### src/hw/rtl/bpp_pkg.sv
// Shared types and constants for the bounded-part partition counter.
`timescale 1ns / 1ps

package bpp_pkg;

   localparam int MAX_TOTAL_DEF = 8192;
   localparam int MAX_PART_DEF  = 4;
   localparam int TOTAL_IN_W    = 13;
   localparam int PART_IN_W     = 3;
   localparam int COUNT_W       = 33;

   typedef logic [COUNT_W-1:0] count_type;

   typedef enum logic [2:0] {
      ST_IDLE,
      ST_CHECK,
      ST_READ,
      ST_WRITE,
      ST_LOOKUP,
      ST_RESP
   } state_type;

   // Commands from the controller to the datapath
   typedef struct packed {
      logic load;      // capture a new transaction
      logic fill_rd;   // read the operand for the current table entry
      logic fill_wr;   // write the current table entry and advance
      logic look_rd;   // read the answer entry
   } cmd_type;

   // Status from the datapath to the controller
   typedef struct packed {
      logic need_fill;  // query row lies beyond the filled rows
      logic last_entry; // current entry is the last one of the fill
   } status_type;

endpackage

### src/hw/rtl/bpp_ctrl.sv
// Controller state machine: sequences table fill, lookup and response.
`timescale 1ns / 1ps

module bpp_ctrl (
   input  logic                clock,
   input  logic                reset,
   input  logic                start,
   input  bpp_pkg::status_type status,
   output bpp_pkg::cmd_type    cmd,
   output logic                busy,
   output logic                rsp_valid
);

   bpp_pkg::state_type state_ff;
   bpp_pkg::state_type state_in;

   // Hold the state register
   always_ff @(posedge clock) begin
      if (reset) begin
         state_ff <= bpp_pkg::ST_IDLE;
      end else begin
         state_ff <= state_in;
      end
   end

   // Decode next state and commands
   always_comb begin
      state_in    = state_ff;
      cmd         = '0;
      busy        = 1'b1;
      rsp_valid   = 1'b0;
      case (state_ff)
         bpp_pkg::ST_IDLE: begin
            busy = 1'b0;
            if (start) begin
               cmd.load = 1'b1;
               state_in = bpp_pkg::ST_CHECK;
            end
         end
         bpp_pkg::ST_CHECK: begin
            if (status.need_fill) begin
               state_in = bpp_pkg::ST_READ;
            end else begin
               state_in = bpp_pkg::ST_LOOKUP;
            end
         end
         bpp_pkg::ST_READ: begin
            cmd.fill_rd = 1'b1;
            state_in    = bpp_pkg::ST_WRITE;
         end
         bpp_pkg::ST_WRITE: begin
            cmd.fill_wr = 1'b1;
            if (status.last_entry) begin
               state_in = bpp_pkg::ST_LOOKUP;
            end else begin
               state_in = bpp_pkg::ST_READ;
            end
         end
         bpp_pkg::ST_LOOKUP: begin
            cmd.look_rd = 1'b1;
            state_in    = bpp_pkg::ST_RESP;
         end
         bpp_pkg::ST_RESP: begin
            rsp_valid = 1'b1;
            state_in  = bpp_pkg::ST_IDLE;
         end
         default: begin
            state_in = bpp_pkg::ST_IDLE;
         end
      endcase
   end

endmodule

### config.mk
export PLATFORM = sky130hd
export DESIGN_NAME = bpp_ctrl
export DESIGN_NICKNAME = d
export VERILOG_FILES = /design/src/hw/rtl/bpp_pkg.sv /design/src/hw/rtl/bpp_ctrl.sv
export SDC_FILE = /design/constraint.sdc
export NUM_CORES = 1
export LEC_CHECK = 0
export ABC_AREA = 1
export BUFFER_PORTS_ARGS = -buffer_cell sky130_fd_sc_hd__clkbuf_2
export CORE_AREA = 4 4 41 43
export CTS_CLUSTER_SIZE = 20
export DETAILED_ROUTE_END_ITERATION = 10
export DIE_AREA = 0 0 45 47
export GPL_ROUTABILITY_DRIVEN = 1
export PLACE_DENSITY_LB_ADDON = 0.1
export SYNTH_ARGS = -nofsm -noshare
export SYNTH_HDL_FRONTEND = slang
export SYNTH_SLANG_ARGS = --single-unit
### constraint.sdc
create_clock -name clock -period 1.2 [get_ports clock]
set_input_delay 0.3 -clock clock [delete_from_list [all_inputs] [get_ports clock]]
set_output_delay 0.3 -clock clock [all_outputs]
set_load 0.005 [all_outputs]
# After elaboration in Yosys (flattened, before gate mapping)
# Cells that the tools add are included.
word_totals:
  reg_bits: 3
  inputBits: 5
  output_inout_bits: 6
  wordCells: 19
classes:
  n_eq_ne: 6
  n_mux: 11
  reduce_logical: 1
ops:
  columns: ["cell", "n"]
  rows:
  - ["$pmux 3 s5", 1]
  - ["$mux 3", 3]
  - ["$mux 1", 7]
  - ["$eq 3x2->1 const B", 2]
  - ["$eq 3x3->1 const B", 2]
  - ["$eq 3x1->1 const B", 1]
  - ["$logic_not 3->1", 1]
  - ["$ne 2x2->1 const B", 1]

# Depth between registers and ports, before layout
depth:
  ltp_word: 2
  depth_mapped: 5
  mapped_depth_nobuf: 5

# Least setup slack after synthesis
# Ideal clock, no wire load.
synth_path:
  path_type: "reg-to-output"
  start: "reg state_ff[0]"
  end: "out rsp_valid"
  arrival_time_ps: 687
  required_time_ps: 900
  slack_ps: 213
  stages_incl_launch_ff: 3
  n_path_buf: 0
  path_cell_list: "dfxtp_1 inv_1 nor3_1"
synth_between:
  elab_chain_len: 2
synth_rtl:
  columns: ["item", "line", "text"]
  rows:
  - ["start, declared", "bpp_ctrl.sv:14", "bpp_pkg::state_type state_ff;"]
  - ["start signal, assigned", "bpp_ctrl.sv:20", "state_ff <= bpp_pkg::ST_IDLE;"]
  - ["start signal, assigned", "bpp_ctrl.sv:22", "state_ff <= state_in;"]
  - ["$eq 3x3->1", "bpp_ctrl.sv:32", "case (state_ff)"]
  - ["$mux 1", "bpp_ctrl.sv:32", null]
  - ["end, declared", "bpp_ctrl.sv:11", "output logic rsp_valid"]
# No other way between the ends.

# Worst setup path after layout
# Ends and elaborated chain as after synthesis.

==> summary.txt <==
Remaining global-route overflow: 0
Sort of element at the end of the critical path: output pin
I/O Buffers: 10
Hold_sp: reset
Setup TNS Final: -0.1900 ns
Post-layout worst setup margin: -0.06032 ns
Overall via count from detail_route: 246
Crit path DAT: 0.96 ns
I/O pin total: 11
Number of clock sinks: 3
Unrepaired setup endpoints after global routing: yes
Number of nets in the finished design: 51
Maximum buffer depth of the clock tree: 2
Failing checks: negative setup slack
Antenna diode count: 0
Final-report hold violation count: 0
Total standard cell area after synthesis: 178.9 sq um
Portion of the post-synthesis area used by sequential elements: 33.57%
Master cell of the clock root buffer: sky130_fd_sc_hd__clkbuf_4
Final worst path period share: 105.0%
GP Congestion: 0.6097
HPWL after DPL: 406.6 um
Inserted Clock Buffers: 3
Site Rows: 13
Number of H-tree levels: 1
Peak VDD IR: 0.4424 mV
Path type of the worst setup path: reg2out
Routed Antenna Nets: 0
R2r endpoint: state_ff[2]
Leading cell type in the layout, fill and taps excluded: sky130_fd_sc_hd__clkbuf_2
Skew final: 0.001486 ns
First DRT Iteration DRCs: 12
Post-route DRC: 0
Setup slack of the worst register-to-register path: 0.28 ns
Slew at the pin with the worst max-slew slack: 0.1510 ns
Insertion delay to the later sink of the worst-skew pair: 0.23 ns
Maximum capacitance violations: 0
Final period demand of the worst path: 1.260 ns
Net count after synthesis: 33
Unique cell type count in the Yosys netlist: 13
Fraction of layout cells with a size suffix above 1: 60.00%
Floorplan core area: 0.001301 sq mm
Endpoint of the worst hold-timing path: state_ff[1]
Initial core utilization: 13.75%
Post-detailed-route wirelength per cell: 10.65 um
Layout Area Growth over Synthesis: 84.62%
Depth of the worst register-to-register path: 6
Overall die area: 0.002115 sq mm
Via density: 4.100
Hold Crit Class: in2reg
Required time of the critical path: 0.90 ns
Synthesis warning total: 0
Iteration count of the initial detailed-routing pass: 4
CTS clock-pin slew for the worst setup and hold paths: 0.04 ns
Cell depth of the worst min-delay path: 2
FF-to-FF Start: state_ff[1]
Clock tree from TritonCTS: built
Result of the run: complete, but fails checks
Top library cells by usage in the layout, fill and taps aside: sky130_fd_sc_hd__clkbuf_2, sky130_fd_sc_hd__nor2_1, sky130_fd_sc_hd__nor3_2, sky130_fd_sc_hd__buf_2
Largest net degree at the start of global routing: 8
Final setup viols: 5
Post-CTS Hold Fix Bufs: 0
Max-slew headroom at the worst pin: 89.88%
Maximum clock frequency: 793.4 MHz
Count of pins over their slew limit: 0
Number of instances in the synthesized netlist: 28
Width of the die: 45 um
Leakage power figure: 0.1682 nW
Kind of launch point of the worst setup path: register
Flip-flop and latch count after synthesis: 3
Largest registers: state_ff: 3 flops
Initial antenna violation count: 0
Synth Area per Inst: 6.390 sq um
Number of flip-flops in the largest register: 3
Total length of routed wires: 639 um
All-Layer GR Usage: 6.951%
Wire length of the first global-routing pass: 979 um
Hold WS: 0.2758 ns
Crit Path Max Fanout: 4
Via count of the first global-routing pass: 247
Vertical die dimension: 47 um
Register with the most flip-flops: state_ff
Post-placement setup slack: 0.04674 ns
Power density of the placed cells: 1279 mW/mm^2
## final cells by class
cell class	instances	area, sq um
inverter	5	23.77
clock buffer	4	26.28
fill	155	970.9
sequential	3	68.82
tap	15	18.77
multi-input combinational	20	120.1
timing repair buffer	13	72.57
## report_power, final
| group | switching [mW] | total (mW) | internal [mW] |
|---|---|---|---|
| clock network | 0.0506 | 0.175 | 0.124 |
| logic | 0.0614 | 0.116 | 0.0542 |
| registers | 0.0197 | 0.132 | 0.112 |
## cells in the mapped netlist, drive strengths merged
| library cell | number | area share (%) |
|---|---|---|
| o21ai | 1 | 2.8 |
| a21oi | 1 | 2.8 |
| nand2 | 4 | 9.8 |
| nand3 | 2 | 5.6 |
| nor2 | 6 | 14 |
| inv | 5 | 10 |
| dfxtp | 3 | 34 |
| nand4 | 2 | 7.0 |
| nor3 | 4 | 14 |
## worst max-delay path by stage
| stage | cells past startpoint | slack, ns | from | endpoint |
|---|---|---|---|---|
| CTS | 4 | -0.07 | state_ff[0] | cmd[3] |
| detailed placement | 3 | 0.05 | state_ff[0] | rsp_valid |
| floorplan | 2 | 0.21 | state_ff[0] | rsp_valid |
| global placement | 3 | 0.07 | state_ff[0] | rsp_valid |
| finish | 3 | -0.06 | state_ff[0] | rsp_valid |
| global route | 3 | -0.11 | state_ff[0] | rsp_valid |
## metal layers
metal | track usage [%] | wire [um] | vias up
met4 | 7.018 | 0 | 0
met1 | 5.455 | 201 | 115
li1 | - | - | 125
met5 | 0 | 0 | -
met3 | 1.533 | 44 | 0
met2 | 13.56 | 393 | 6
## critical path, cell delays in order, from the launching register on
cell	delay, ns
sky130_fd_sc_hd__dfxtp_4	0.37
sky130_fd_sc_hd__inv_1	0.08
sky130_fd_sc_hd__nor3_2	0.15
sky130_fd_sc_hd__buf_2	0.13
## cell families after synthesis
logic type             count (synthesis)  synth area share [%]
and+or+nand+nor                       18                 50.35
buffers and inverters                  5                 10.49
DFF                                    3                 33.57
AOI/OAI and AO/OA                      2                 5.589
## repair_timing
item,CTS,global route
pin swaps,1,0
gates resized for setup,11,4
buffers inserted,3,0
gates cloned,0,0
endpoints found under the setup margin,6,6
## stage by stage
step                      std cells  power, mW  utilization (%)  area, sq um
final                            60     0.4225            25.38        330.3
after detailed placement         53     0.2164            19.04        247.7
after floorplan                  28     0.1785                -        178.9
after CTS                        60     0.4321            25.38        330.3
after global placement           53     0.2188            19.04        247.7
after global routing             60     0.4549            25.38        330.3
(Power assumes the default switching activity.)
